--- config.mk ---
export PLATFORM = sky130hd
export DESIGN_NAME = audio_peak_normalizer_flat
export DESIGN_NICKNAME = d
export VERILOG_FILES = /design/src/rtl/core/apn_pkg.sv /design/src/rtl/core/apn_ifs.sv /design/src/rtl/core/audio_peak_normalizer.sv /design/src/rtl/core/apn_ram.sv /design/src/rtl/core/apn_div.sv /design/src/flat_wrapper.sv
export SDC_FILE = /design/constraint.sdc
export NUM_CORES = 2
export LEC_CHECK = 0
export ABC_AREA = 0
export BUFFER_PORTS_ARGS = -buffer_cell sky130_fd_sc_hd__buf_4
export CORE_ASPECT_RATIO = 2
export CORE_MARGIN = 4
export CORE_UTILIZATION = 57
export DETAILED_ROUTE_END_ITERATION = 16
export PLACE_DENSITY = 0.73
export SYNTH_ARGS = -nofsm -noshare
export SYNTH_HDL_FRONTEND = slang
export SYNTH_SLANG_ARGS = --single-unit
--- constraint.sdc ---
create_clock -name i_clk -period 13.8 [get_ports i_clk]
set_input_delay 0.69 -clock i_clk [delete_from_list [all_inputs] [get_ports i_clk]]
set_output_delay 0.69 -clock i_clk [all_outputs]
set_load 0.02 [all_outputs]
--- src/rtl/core/apn_pkg.sv ---
// apn_pkg: shared types, constants, microcode rom and sample helpers
// for the audio peak normalizer; no dependencies
package apn_pkg;

    localparam int SAMPLE_W = 16;
    localparam int DIV_W    = 17;
    localparam int STEP_W   = 4;
    localparam int CFG_IDX_W = 2;

    // twice the full-scale value per format
    localparam logic [DIV_W-1:0] FULL2_8  = 17'd256;
    localparam logic [DIV_W-1:0] FULL2_16 = 17'd65536;

    // configuration register indexes
    localparam logic [CFG_IDX_W-1:0] CFG_SAMPLE_FORMAT = 2'd0;
    localparam logic [CFG_IDX_W-1:0] CFG_STEREO_MODE   = 2'd1;

    // datapath operations
    localparam logic [3:0] OP_NOP   = 4'd0;
    localparam logic [3:0] OP_LOAD  = 4'd1;
    localparam logic [3:0] OP_READ  = 4'd2;
    localparam logic [3:0] OP_PEAK  = 4'd3;
    localparam logic [3:0] OP_DIVL  = 4'd4;
    localparam logic [3:0] OP_TAKEL = 4'd5;
    localparam logic [3:0] OP_DIVR  = 4'd6;
    localparam logic [3:0] OP_TAKER = 4'd7;
    localparam logic [3:0] OP_MUL   = 4'd8;
    localparam logic [3:0] OP_EMIT  = 4'd9;

    // wait conditions
    localparam logic [1:0] W_NONE = 2'd0;
    localparam logic [1:0] W_END  = 2'd1;
    localparam logic [1:0] W_DIV  = 2'd2;
    localparam logic [1:0] W_OUT  = 2'd3;

    // branch kinds
    localparam logic [1:0] B_NEXT = 2'd0;
    localparam logic [1:0] B_JUMP = 2'd1;
    localparam logic [1:0] B_LOOP = 2'd2;

    // program steps
    localparam logic [STEP_W-1:0] S_LOAD  = 4'd0;
    localparam logic [STEP_W-1:0] S_SRD   = 4'd1;
    localparam logic [STEP_W-1:0] S_PEAK  = 4'd2;
    localparam logic [STEP_W-1:0] S_DIVL  = 4'd3;
    localparam logic [STEP_W-1:0] S_TAKEL = 4'd4;
    localparam logic [STEP_W-1:0] S_DIVR  = 4'd5;
    localparam logic [STEP_W-1:0] S_TAKER = 4'd6;
    localparam logic [STEP_W-1:0] S_ERD   = 4'd7;
    localparam logic [STEP_W-1:0] S_MUL   = 4'd8;
    localparam logic [STEP_W-1:0] S_EMIT  = 4'd9;
    localparam logic [STEP_W-1:0] S_DONE  = 4'd10;

    typedef struct packed {
        logic [3:0]        op;
        logic [1:0]        wt;
        logic [1:0]        br;
        logic [STEP_W-1:0] tgt;
    } t_uword;

    typedef struct packed {
        logic             busy;
        logic [DIV_W-1:0] quo;
    } t_div_stat;

    function automatic t_uword ucode(input logic [STEP_W-1:0] step);
        t_uword w;
        case (step)
            S_LOAD:  w = '{op: OP_LOAD,  wt: W_END,  br: B_NEXT, tgt: S_LOAD};
            S_SRD:   w = '{op: OP_READ,  wt: W_NONE, br: B_NEXT, tgt: S_LOAD};
            S_PEAK:  w = '{op: OP_PEAK,  wt: W_NONE, br: B_LOOP, tgt: S_SRD};
            S_DIVL:  w = '{op: OP_DIVL,  wt: W_NONE, br: B_NEXT, tgt: S_LOAD};
            S_TAKEL: w = '{op: OP_TAKEL, wt: W_DIV,  br: B_NEXT, tgt: S_LOAD};
            S_DIVR:  w = '{op: OP_DIVR,  wt: W_NONE, br: B_NEXT, tgt: S_LOAD};
            S_TAKER: w = '{op: OP_TAKER, wt: W_DIV,  br: B_NEXT, tgt: S_LOAD};
            S_ERD:   w = '{op: OP_READ,  wt: W_NONE, br: B_NEXT, tgt: S_LOAD};
            S_MUL:   w = '{op: OP_MUL,   wt: W_NONE, br: B_NEXT, tgt: S_LOAD};
            S_EMIT:  w = '{op: OP_EMIT,  wt: W_OUT,  br: B_LOOP, tgt: S_ERD};
            S_DONE:  w = '{op: OP_NOP,   wt: W_NONE, br: B_JUMP, tgt: S_LOAD};
            default: w = '{op: OP_NOP,   wt: W_NONE, br: B_JUMP, tgt: S_LOAD};
        endcase
        return w;
    endfunction

    // raw bits to signed sample value
    function automatic logic signed [SAMPLE_W-1:0] sample_value(
        input logic [SAMPLE_W-1:0] raw,
        input logic                fmt
    );
        logic signed [SAMPLE_W-1:0] v;
        v = fmt ? $signed(raw) : $signed({8'h00, raw[7:0]});
        return v;
    endfunction

endpackage

--- src/rtl/core/apn_ifs.sv ---
// apn_ifs: valid/ready channel interfaces for sample input, sample output
// and configuration writes; depends on apn_pkg
interface apn_in_if;
    logic                          valid;
    logic                          ready;
    logic [apn_pkg::SAMPLE_W-1:0]  sample_in;
    logic                          frame_end;
    modport source (output valid, output sample_in, output frame_end, input ready);
    modport sink (input valid, input sample_in, input frame_end, output ready);
endinterface

interface apn_out_if;
    logic                          valid;
    logic                          ready;
    logic [apn_pkg::SAMPLE_W-1:0]  sample_out;
    logic                          last_out;
    modport source (output valid, output sample_out, output last_out, input ready);
    modport sink (input valid, input sample_out, input last_out, output ready);
endinterface

interface apn_cfg_if;
    logic                          valid;
    logic                          ready;
    logic [apn_pkg::CFG_IDX_W-1:0] index;
    logic                          data;
    modport source (output valid, output index, output data, input ready);
    modport sink (input valid, input index, input data, output ready);
endinterface

--- src/rtl/core/audio_peak_normalizer.sv ---
// audio_peak_normalizer: frame store, per-channel peak search, gain divide
// and scaled output, run by a microcoded step sequencer
// depends on apn_pkg, apn_ifs, apn_ram, apn_div
//
//   port     dir  kind   carries
//   i_samp   in   item   sample_in, frame_end
//   o_samp   out  item   sample_out, last_out
//   i_cfg    in   write  index, data (sample_format, stereo_mode)
//
// loading takes one item per cycle in the load step; each frame then passes a
// two-step peak scan, two divides and three steps per output
// through the single ram read port before the next item is taken
// synchronous active-low reset clears control state; the ram is not cleared
// output stalls hold the emit step; config writes are taken every cycle
module audio_peak_normalizer #(
    parameter int DEPTH = 64
) (
    input  logic      i_clk,
    input  logic      i_rst_n,
    apn_in_if.sink    i_samp,
    apn_out_if.source o_samp,
    apn_cfg_if.sink   i_cfg
);

    localparam int AW = $clog2(DEPTH);
    localparam int CW = $clog2(DEPTH + 1);
    localparam int SW = apn_pkg::SAMPLE_W;
    localparam int DW = apn_pkg::DIV_W;

    apn_pkg::t_uword    w_uw;
    apn_pkg::t_div_stat w_div;

    logic [apn_pkg::STEP_W-1:0] r_step, n_step;
    logic [CW-1:0]              r_fill;
    logic [CW-1:0]              r_count;
    logic [AW-1:0]              r_idx;
    logic                       r_fmt;
    logic                       r_stereo;
    logic signed [SW-1:0]       r_lp;
    logic signed [SW-1:0]       r_rp;
    logic [SW-1:0]              r_gl;
    logic [SW-1:0]              r_gr;
    logic signed [32:0]         r_prod;
    logic                       r_out_valid;
    logic [SW-1:0]              r_out_sample;
    logic                       r_out_last;

    logic                 w_in_acc;
    logic                 w_cfg_acc;
    logic                 w_hold;
    logic                 w_fire;
    logic                 w_last;
    logic [CW-1:0]        w_cnt_m1;
    logic                 w_room;
    logic [CW-1:0]        w_fill_nx;
    logic [SW-1:0]        w_rdata;
    logic signed [SW-1:0] w_val;
    logic                 w_right;
    logic signed [SW-1:0] w_peak;
    logic                 w_pos;
    logic                 w_div_start;
    logic [DW-1:0]        w_num;
    logic [DW-1:0]        w_den;
    logic signed [DW-1:0] w_gain_s;
    logic signed [32:0]   w_prod;
    logic [SW-1:0]        w_sat;

    assign w_uw      = apn_pkg::ucode(r_step);
    assign w_in_acc  = i_samp.valid && i_samp.ready;
    assign w_cfg_acc = i_cfg.valid && i_cfg.ready;
    assign w_room    = (r_fill < CW'(DEPTH));
    assign w_fill_nx = w_room ? (r_fill + CW'(1)) : r_fill;
    assign w_cnt_m1  = r_count - CW'(1);
    assign w_last    = (r_idx == w_cnt_m1[AW-1:0]);
    assign w_right   = r_stereo && r_idx[0];
    assign w_val     = apn_pkg::sample_value(w_rdata, r_fmt);

    assign i_samp.ready = (w_uw.op == apn_pkg::OP_LOAD);
    assign i_cfg.ready  = 1'b1;

    // sequencer
    always_comb begin
        case (w_uw.wt)
            apn_pkg::W_NONE: w_hold = 1'b0;
            apn_pkg::W_END:  w_hold = !(w_in_acc && i_samp.frame_end);
            apn_pkg::W_DIV:  w_hold = w_div.busy;
            apn_pkg::W_OUT:  w_hold = r_out_valid && !o_samp.ready;
            default:         w_hold = 1'b0;
        endcase
        w_fire = !w_hold;
        n_step = r_step;
        if (w_fire) begin
            case (w_uw.br)
                apn_pkg::B_NEXT: n_step = r_step + apn_pkg::STEP_W'(1);
                apn_pkg::B_JUMP: n_step = w_uw.tgt;
                apn_pkg::B_LOOP: n_step = w_last ? (r_step + apn_pkg::STEP_W'(1)) : w_uw.tgt;
                default:         n_step = apn_pkg::S_LOAD;
            endcase
        end
    end

    // gain divide operands
    assign w_div_start = (w_uw.op == apn_pkg::OP_DIVL) || (w_uw.op == apn_pkg::OP_DIVR);
    assign w_peak      = (w_uw.op == apn_pkg::OP_DIVL) ? r_lp : r_rp;
    assign w_pos       = !w_peak[SW-1] && (w_peak != '0);
    assign w_num = w_pos ? ((r_fmt ? apn_pkg::FULL2_16 : apn_pkg::FULL2_8)
                            + {1'b0, w_peak}) : DW'(1);
    assign w_den = w_pos ? {w_peak, 1'b0} : DW'(1);

    // scaling and saturation
    assign w_gain_s = $signed({1'b0, (w_right ? r_gr : r_gl)});
    assign w_prod   = w_val * w_gain_s;

    always_comb begin
        if (!r_fmt) begin
            if (r_prod < 0) begin
                w_sat = '0;
            end else if (r_prod > 33'sd255) begin
                w_sat = 16'h00ff;
            end else begin
                w_sat = {8'h00, r_prod[7:0]};
            end
        end else begin
            if (r_prod > 33'sd32767) begin
                w_sat = 16'h7fff;
            end else if (r_prod < -33'sd32768) begin
                w_sat = 16'h8000;
            end else begin
                w_sat = r_prod[15:0];
            end
        end
    end

    apn_ram #(
        .WIDTH (SW),
        .DEPTH (DEPTH)
    ) u_store (
        .i_clk   (i_clk),
        .i_we    (w_in_acc && w_room),
        .i_waddr (r_fill[AW-1:0]),
        .i_wdata (i_samp.sample_in),
        .i_raddr (r_idx),
        .o_rdata (w_rdata)
    );

    apn_div u_div (
        .i_clk   (i_clk),
        .i_rst_n (i_rst_n),
        .i_start (w_div_start),
        .i_num   (w_num),
        .i_den   (w_den),
        .o_stat  (w_div)
    );

    always_ff @(posedge i_clk) begin
        if (!i_rst_n) begin
            r_step      <= apn_pkg::S_LOAD;
            r_fill      <= '0;
            r_count     <= '0;
            r_idx       <= '0;
            r_fmt       <= 1'b0;
            r_stereo    <= 1'b0;
            r_out_valid <= 1'b0;
        end else begin
            r_step <= n_step;
            if (w_cfg_acc) begin
                case (i_cfg.index)
                    apn_pkg::CFG_SAMPLE_FORMAT: r_fmt    <= i_cfg.data;
                    apn_pkg::CFG_STEREO_MODE:   r_stereo <= i_cfg.data;
                    default: ;
                endcase
            end
            if (w_in_acc) begin
                if (i_samp.frame_end) begin
                    r_count <= w_fill_nx;
                    r_fill  <= '0;
                end else begin
                    r_fill <= w_fill_nx;
                end
            end
            if (w_fire && ((w_uw.op == apn_pkg::OP_PEAK) || (w_uw.op == apn_pkg::OP_EMIT))) begin
                r_idx <= w_last ? '0 : (r_idx + AW'(1));
            end
            if (w_fire && (w_uw.op == apn_pkg::OP_EMIT)) begin
                r_out_valid <= 1'b1;
            end else if (o_samp.ready) begin
                r_out_valid <= 1'b0;
            end
        end
        if (w_uw.op == apn_pkg::OP_PEAK) begin
            if (w_right) begin
                if ((r_idx == AW'(1)) || (w_val > r_rp)) begin
                    r_rp <= w_val;
                end
            end else begin
                if ((r_idx == '0) || (w_val > r_lp)) begin
                    r_lp <= w_val;
                end
            end
        end
        if (w_fire && (w_uw.op == apn_pkg::OP_TAKEL)) begin
            r_gl <= w_div.quo[SW-1:0];
        end
        if (w_fire && (w_uw.op == apn_pkg::OP_TAKER)) begin
            r_gr <= w_div.quo[SW-1:0];
        end
        if (w_uw.op == apn_pkg::OP_MUL) begin
            r_prod <= w_prod;
        end
        if (w_fire && (w_uw.op == apn_pkg::OP_EMIT)) begin
            r_out_sample <= w_sat;
            r_out_last   <= w_last;
        end
    end

    assign o_samp.valid      = r_out_valid;
    assign o_samp.sample_out = r_out_sample;
    assign o_samp.last_out   = r_out_last;

    a_count_nonzero: assert property (@(posedge i_clk) disable iff (!i_rst_n)
        (r_step != apn_pkg::S_LOAD) |-> (r_count != '0))
        else $error("frame processed with empty count");

    a_fill_bound: assert property (@(posedge i_clk) disable iff (!i_rst_n)
        r_fill <= CW'(DEPTH))
        else $error("fill count beyond depth");

    a_div_idle_start: assert property (@(posedge i_clk) disable iff (!i_rst_n)
        w_div_start |-> !w_div.busy)
        else $error("divider started while busy");

endmodule

--- src/rtl/core/apn_ram.sv ---
// apn_ram: generic single write port, single read port ram with
// registered read data; no dependencies
module apn_ram #(
    parameter int WIDTH = 16,
    parameter int DEPTH = 64
) (
    input  logic                     i_clk,
    input  logic                     i_we,
    input  logic [$clog2(DEPTH)-1:0] i_waddr,
    input  logic [WIDTH-1:0]         i_wdata,
    input  logic [$clog2(DEPTH)-1:0] i_raddr,
    output logic [WIDTH-1:0]         o_rdata
);

    logic [WIDTH-1:0] r_mem [DEPTH];
    logic [WIDTH-1:0] r_rdata;

    always_ff @(posedge i_clk) begin
        if (i_we) begin
            r_mem[i_waddr] <= i_wdata;
        end
        r_rdata <= r_mem[i_raddr];
    end

    assign o_rdata = r_rdata;

endmodule

--- src/rtl/core/apn_div.sv ---
// apn_div: restoring unsigned divider, one quotient bit per cycle
// depends on apn_pkg
module apn_div (
    input  logic                      i_clk,
    input  logic                      i_rst_n,
    input  logic                      i_start,
    input  logic [apn_pkg::DIV_W-1:0] i_num,
    input  logic [apn_pkg::DIV_W-1:0] i_den,
    output apn_pkg::t_div_stat        o_stat
);

    localparam int W  = apn_pkg::DIV_W;
    localparam int CW = $clog2(W + 1);

    logic          r_busy, n_busy;
    logic [CW-1:0] r_cnt, n_cnt;
    logic [W-1:0]  r_rem, n_rem;
    logic [W-1:0]  r_quo, n_quo;
    logic [W-1:0]  r_den, n_den;
    logic [W:0]    w_sh;
    logic [W:0]    w_diff;

    assign w_sh   = {r_rem, r_quo[W-1]};
    assign w_diff = w_sh - {1'b0, r_den};

    always_comb begin
        n_busy = r_busy;
        n_cnt  = r_cnt;
        n_rem  = r_rem;
        n_quo  = r_quo;
        n_den  = r_den;
        if (i_start) begin
            n_busy = 1'b1;
            n_cnt  = CW'(W);
            n_rem  = '0;
            n_quo  = i_num;
            n_den  = i_den;
        end else if (r_busy) begin
            if (!w_diff[W]) begin
                n_rem = w_diff[W-1:0];
                n_quo = {r_quo[W-2:0], 1'b1};
            end else begin
                n_rem = w_sh[W-1:0];
                n_quo = {r_quo[W-2:0], 1'b0};
            end
            n_cnt  = r_cnt - CW'(1);
            n_busy = (r_cnt != CW'(1));
        end
    end

    always_ff @(posedge i_clk) begin
        if (!i_rst_n) begin
            r_busy <= 1'b0;
            r_cnt  <= '0;
        end else begin
            r_busy <= n_busy;
            r_cnt  <= n_cnt;
        end
        r_rem <= n_rem;
        r_quo <= n_quo;
        r_den <= n_den;
    end

    assign o_stat.busy = r_busy;
    assign o_stat.quo  = r_quo;

endmodule

--- src/flat_wrapper.sv ---
// flat-port wrapper written by rule: the top's interface ports become plain ports
module audio_peak_normalizer_flat 
#(
    parameter int DEPTH = 64
)
  (i_clk, i_rst_n, i_samp_valid, i_samp_sample_in, i_samp_frame_end, i_samp_ready, o_samp_valid, o_samp_sample_out, o_samp_last_out, o_samp_ready, i_cfg_valid, i_cfg_index, i_cfg_data, i_cfg_ready);
  apn_in_if i_samp_i ();
  apn_out_if o_samp_i ();
  apn_cfg_if i_cfg_i ();
  input  logic i_clk;
  input  logic i_rst_n;
  input wire logic [$bits(i_samp_i.valid)-1:0] i_samp_valid;
  input wire logic [$bits(i_samp_i.sample_in)-1:0] i_samp_sample_in;
  input wire logic [$bits(i_samp_i.frame_end)-1:0] i_samp_frame_end;
  output wire logic [$bits(i_samp_i.ready)-1:0] i_samp_ready;
  output wire logic [$bits(o_samp_i.valid)-1:0] o_samp_valid;
  output wire logic [$bits(o_samp_i.sample_out)-1:0] o_samp_sample_out;
  output wire logic [$bits(o_samp_i.last_out)-1:0] o_samp_last_out;
  input wire logic [$bits(o_samp_i.ready)-1:0] o_samp_ready;
  input wire logic [$bits(i_cfg_i.valid)-1:0] i_cfg_valid;
  input wire logic [$bits(i_cfg_i.index)-1:0] i_cfg_index;
  input wire logic [$bits(i_cfg_i.data)-1:0] i_cfg_data;
  output wire logic [$bits(i_cfg_i.ready)-1:0] i_cfg_ready;
  assign i_samp_i.valid = i_samp_valid;
  assign i_samp_i.sample_in = i_samp_sample_in;
  assign i_samp_i.frame_end = i_samp_frame_end;
  assign i_samp_ready = i_samp_i.ready;
  assign o_samp_valid = o_samp_i.valid;
  assign o_samp_sample_out = o_samp_i.sample_out;
  assign o_samp_last_out = o_samp_i.last_out;
  assign o_samp_i.ready = o_samp_ready;
  assign i_cfg_i.valid = i_cfg_valid;
  assign i_cfg_i.index = i_cfg_index;
  assign i_cfg_i.data = i_cfg_data;
  assign i_cfg_ready = i_cfg_i.ready;
  audio_peak_normalizer #(.DEPTH(DEPTH)) u_core (.i_clk(i_clk), .i_rst_n(i_rst_n), .i_samp(i_samp_i), .o_samp(o_samp_i), .i_cfg(i_cfg_i));
endmodule
After elaboration in Yosys (flattened, before gate mapping):

Memory sizes are Yosys's and may differ from the RTL's. A register that Yosys moved wholly into a read port is not among the register bits.
Index checks and enable logic that the tools add are counted.

* register bits after elaboration: 197
* memory bits (writable): 1024
* memory bits (read-only): 176
* input port bits: 25
* output and inout bits: 20
* word-level logic and storage cells: 119
* memories kept: 2

* add/sub/neg operators: 7
* multiply operators: 1
* order comparisons: 7
* eq/ne operators: 17
* muxes and demuxes: 31
* bitwise operators: 2
* reduce and logical (&&, ||, !) cells: 31

Memories
* u_core.u_store.r_mem: words 64, width 16, read ports 1, clocked after Yosys merged registers in 1, wr ports 1, line apn_ram.sv:15 `logic [WIDTH-1:0] r_mem [DEPTH];`
* (no name shown): words 16, width 11, read ports 1, clocked after Yosys merged registers in 1, wr ports 0, line apn_pkg.sv:68 `case (step)`

Operators with widths (count)
* $mux W16: 7
* $mux W17: 5
* $gt A33 B16 Y1 const B: 1
* $gt A33 B9 Y1 const B: 1
* $lt A33 B1 Y1 const B: 1
* $lt A33 B16 Y1 const B: 1
* $mul A16 B17 Y33: 1
* $gt A16 B16 Y1: 2
* $sub A18 B17 Y18: 1
* $add A17 B16 Y17: 1
* $eq A4 B3 Y1 const B: 4
* $reduce_bool A16 Y1: 1
* $mux W7: 2
* $mux W4: 3
* $pmux W4 S3: 1
* $logic_and A1 B1 Y1: 10
* $mux W5: 2
* $eq A4 B4 Y1 const B: 2
* $mux W1: 8
* $mux W8: 1
* $add A7 B1 Y7 const B: 1
* $lt A7 B7 Y1 const B: 1
* $add A6 B1 Y6 const B: 1
* $eq A2 B1 Y1 const B: 3
* other kinds (20): 35

Logic depth before layout (Yosys ltp):

* depth in word-level cells: 8
* mapped depth: 29
* mapped depth without buffers: 25

Hierarchy:

Synthesis repeated with hierarchy kept, for this count alone.

* cell total of the unflattened synthesis: 3864
* area total of the unflattened synthesis: 59643.5 um2

By module, submodules not included
* apn_ram: instances 1, cells each 1829, area each 40042.2 um2, sequential area each 31069.8 um2
* audio_peak_normalizer: instances 1, cells each 1698, area each 16189.3 um2, sequential area each 4124.0 um2
* apn_div: instances 1, cells each 337, area each 3412.0 um2, sequential area each 1481.4 um2

Worst setup path before layout:

OpenSTA, ideal clock, no wires.

* path kind: register -> register
* start: reg u_core.r_idx[0]
* end: reg u_core.r_prod[22], data pin
* library setup time: 0.259 ns
* data arrival time: 7.216 ns
* required time: 13.541 ns
* slack: 6.325 ns
* cell stages (with the launch flop): 30
* path buffers: 5
* period minus slack after synthesis: 7.475 ns
* path through: dfxtp_1 buf_2 clkbuf_1 buf_2 nand2_1 buf_2 mux2_2 clkbuf_1 nand2_1 fa_1 fa_1 inv_1 fa_1 inv_1 fa_1 inv_1 fa_1 inv_1 fa_1 inv_1 ha_1 and4_1 a221oi_1 o21ai_0 o21bai_1 a21boi_0 o21ai_0 a211o_1 nor4bb_1 a211o_1

* cells in the longest elaborated chain, start to end: 3

RTL lines
* start: declaration: line audio_peak_normalizer.sv:36 `logic [AW-1:0] r_idx;`
* start signal: assignment: line audio_peak_normalizer.sv:182 `r_idx <= w_last ? '0 : (r_idx + AW'(1));`
* $logic_and A1 B1 Y1: line audio_peak_normalizer.sv:75 `assign w_right = r_stereo && r_idx[0];`
* $mux W16: line audio_peak_normalizer.sv:111 `assign w_gain_s = $signed({1'b0, (w_right ? r_gr : r_gl)});`
* $mul A16 B17 Y33: line audio_peak_normalizer.sv:112 `assign w_prod = w_val * w_gain_s;`
* named net u_core.w_prod[22]: line audio_peak_normalizer.sv:65 `logic signed [32:0] w_prod;`
* end signal: assignment: line audio_peak_normalizer.sv:208 `r_prod <= w_prod;`
* end: declaration: line audio_peak_normalizer.sv:43 `logic signed [32:0] r_prod;`

The timed path passes the listed nets, and every way through them passes these cells.
A chain may end at the register's enable or synchronous reset.

Worst setup path after layout:

Ends and elaborated chain as after synthesis.

==> metrics.cfg <==
[run_status]
status = completed

[layout]
nFillCells = 7279
drive_gt1_frac = 0.187
register_area_mm2 = 0.0367
final_cells = 5044
fin_nets = 4010
syn2layout_area_growth_pct = 9.71
design_area_mm2 = 0.0642
multi_input_area_mm2 = 0.0200

[cts]
cts_tree = done
post_cts_buffers = 0
clk_latency_ns = 0.72
cts_buffers = 100
cts-resized-gates = 0
cts_root_buffer = clkbuf_16
clkTransAtPathRegs_ns = 0.07
ctsHtreeMaxLevel = 3
holdBufCountCts = 0
cts.sinks = 1246
clockBufferDepth = 3

[sta]
maxSlewHeadroom = 0.0792
worst_pin_slew_ns = 1.34
finalCriticalPeriod_ns = 7.54
setup_violations = 0
hold_viol_final = 0
max_freq_mhz = 133
period_share = 0.546
finClkSkew_ns = 0.0354
rsz0062_at_grt = no
fin_ws_ns = 6.26
maxSlewViolCount = 0
setup_tns_ns = 0

[yosys]
ys_seq_area_frac = 0.627
async_flop_share = 0
syn_nets = 3921
synth_cell_types = 83
synth-seq-cells = 1246
syn_area_mm2 = 0.0585
yosysWarnings = 0
yosys.area.top_type_share = 0.602
synth_largest_area_cell = edfxtp_1
synth.avg_cell_area_um2 = 16.6
synth_edf_count = 1172
yosys-top-cells-area = edfxtp_1 (60%), mux4_2 (13%), fa_1 (6.7%)
synth-main-ff-cell = edfxtp_1
syn_inst = 3517

[route]
firstDrtPassIters = 8
wl_per_cell_um = 29.6
drc = 0
ant_nets = 0
finalWirelength_mm = 149
vias = 31484
viasPerCell = 6.24
drt_iter0_markers = 2705

[worst_setup_path]
path_max_fanout = 27
arrival_ns = 7.99
crit_type = register to register
endpoint_kind = register
cp-start-kind = register
required_ns = 14.25

[placement]
place_ws_ns = 6.24
placedCellCount = 4848
gp_congestion = 0.956
place_area_mm2 = 0.0607
place_hpwl_mm = 96.7
io_buffers = 43

[grt]
grt_pass1_wl_mm = 217
grt_antenna_before_repair = 11
grt_pass1_vias = 33173
grt_start_max_net_pins = 142
grt_overflow = 0
grt_usage = 0.283

[floorplanning]
core-area_mm2 = 0.102
die_height_um = 461
die_x_um = 234
ioPinCount = 45
fp-row-count = 166
dieArea_mm2 = 0.108
start_util = 0.572

[job]
maxCapViolCount = 0

[min_path]
hold_class = input pin to register

[power_and_ir_drop]
p_leak_nw = 22.6
ir_drop_v = 0.000414
powerDensity_mw_per_mm2 = 238

[stage by stage]
stage	util	total power [W]	hold WS (ns)
2_1_floorplan	-	0.0101	0.445
3_3_place_gp	0.594	0.0122	0.483
3_5_place_dp	0.594	0.0123	0.482
4_1_cts	0.628	0.0153	0.247
5_1_grt	0.628	0.0164	0.333
6_report	0.628	0.0153	0.290
[state kept, by name, summed over array words and instances (netlist names), 5 cells and up]
name,cells
u_core.w_uw,9
u_core.r_gl,16
u_core.r_idx,6
u_core.r_lp,16
u_core.u_div.r_rem,17
u_core.r_count,6
u_core.u_div.r_cnt,5
u_core.o_samp.sample_out,16
u_core.u_store.o_rdata,16
u_core.u_div.r_den,17
u_core.r_gr,16
u_core.r_rp,16
u_core.u_div.r_quo,17
u_core.u_store.r_mem,1024
u_core.r_prod,33
u_core.r_fill,7
[worst paths after layout]
| path | slack (ns) | from | cells past startpoint | endpoint |
|---|---|---|---|---|
| hold reg to reg | 0.50 | u_core.u_div.r_cnt[1] | 2 | u_core.u_div.r_cnt[1] |
| setup / recovery | 6.26 | u_core.r_idx[0] | 26 | u_core.r_prod[22] |
| hold / removal | 0.29 | i_cfg_data | 3 | u_core.r_stereo |
| setup reg to reg | 6.26 | u_core.r_idx[0] | 26 | u_core.r_prod[22] |
[synth_stat cells, types with 12 or more instances]
| master | count |
|---|---|
| mux2i_1 | 28 |
| and2_1 | 80 |
| a21oi_1 | 60 |
| nand4_1 | 16 |
| nand3_1 | 23 |
| a211oi_1 | 12 |
| xnor2_1 | 43 |
| nor2_1 | 191 |
| o21a_1 | 25 |
| buf_1 | 12 |
| buf_2 | 24 |
| nor4_1 | 13 |
| a21o_1 | 22 |
| inv_1 | 326 |
| nor2b_1 | 34 |
| fa_1 | 195 |
| nand2b_1 | 19 |
| edfxtp_1 | 1172 |
| mux4_2 | 336 |
| ha_1 | 184 |
| clkbuf_1 | 107 |
| dfxtp_1 | 74 |
| mux2_2 | 17 |
| nand2_1 | 247 |
| xor2_1 | 20 |
| nor3_1 | 30 |
| o21ai_0 | 54 |
[final cells by class]
type / instances / share of cell area
inverters: 329 / 0.0192
multi-input cells: 1791 / 0.311
diodes: 7 / 0.000273
clock buffers: 119 / 0.0409
well taps: 1344 / 0.0262
flip-flops and latches: 1246 / 0.572
repair buffers: 138 / 0.0167
clock inverters: 70 / 0.0135
[cells in the final DEF (no fill, tap or decap), types with 11 or more instances in the layout]
cell,count
o21ai_0,54
buf_4,135
clkinv_2,21
xnor2_1,43
mux4_2,336
nand3_1,23
mux2i_1,28
a211oi_1,11
nand4_1,16
inv_1,326
fa_1,195
clkinv_1,15
edfxtp_1,1172
bufinv_16,16
nor2_1,188
clkbuf_16,101
xor2_1,19
nand2b_1,19
a21o_1,22
a21oi_1,60
dfxtp_1,70
nor3_1,26
nand2_1,247
o21a_1,25
clkbuf_1,15
and2_1,80
ha_1,184
mux2_2,17
nor2b_1,34
nor4_1,13
[worst max-delay path, stage by stage, from the launching register on]
cell,delay [ns]
dfxtp_4,0.67
nand2_1,0.09
buf_4,0.27
mux2_2,0.45
and2_1,0.23
fa_1,0.53
inv_1,0.05
fa_1,0.47
inv_1,0.05
fa_1,0.50
inv_1,0.05
fa_1,0.53
inv_1,0.05
fa_1,0.48
inv_1,0.05
fa_1,0.48
inv_1,0.05
ha_1,0.36
and4_1,0.23
a221oi_1,0.23
o21ai_0,0.19
o21bai_1,0.32
a21boi_0,0.17
o21ai_0,0.23
a211o_1,0.22
nor4bb_1,0.07
a211o_1,0.23
[report_power, final]
part,switching [W],total [W],internal (W)
combinational,0.00438,0.00756,0.00318
clock,0.00136,0.00304,0.00168
sequential,0.000113,0.00468,0.00456
[layer usage]
| layer | vias to the layer above | track usage | share of wire |
|---|---|---|---|
| met5 | - | 0 | 0.00042 |
| met1 | 16397 | 0.286 | 0.31 |
| met4 | 8 | 0.199 | 0.088 |
| met3 | 482 | 0.0463 | 0.051 |
| met2 | 1245 | 0.520 | 0.55 |
| li1 | 13352 | - | - |
[logic make-up after synthesis]
kind of cell,Yosys count,share of synthesized area
fa+ha+maj,379,0.106
xor+xnor,63,0.00944
buf+inv,480,0.0320
compound gates,257,0.0293
mux,384,0.138
simple gates,706,0.0576
other cells,2,0.000128
flops,1246,0.627
No activity file was read; power rests on OpenSTA's default activity.
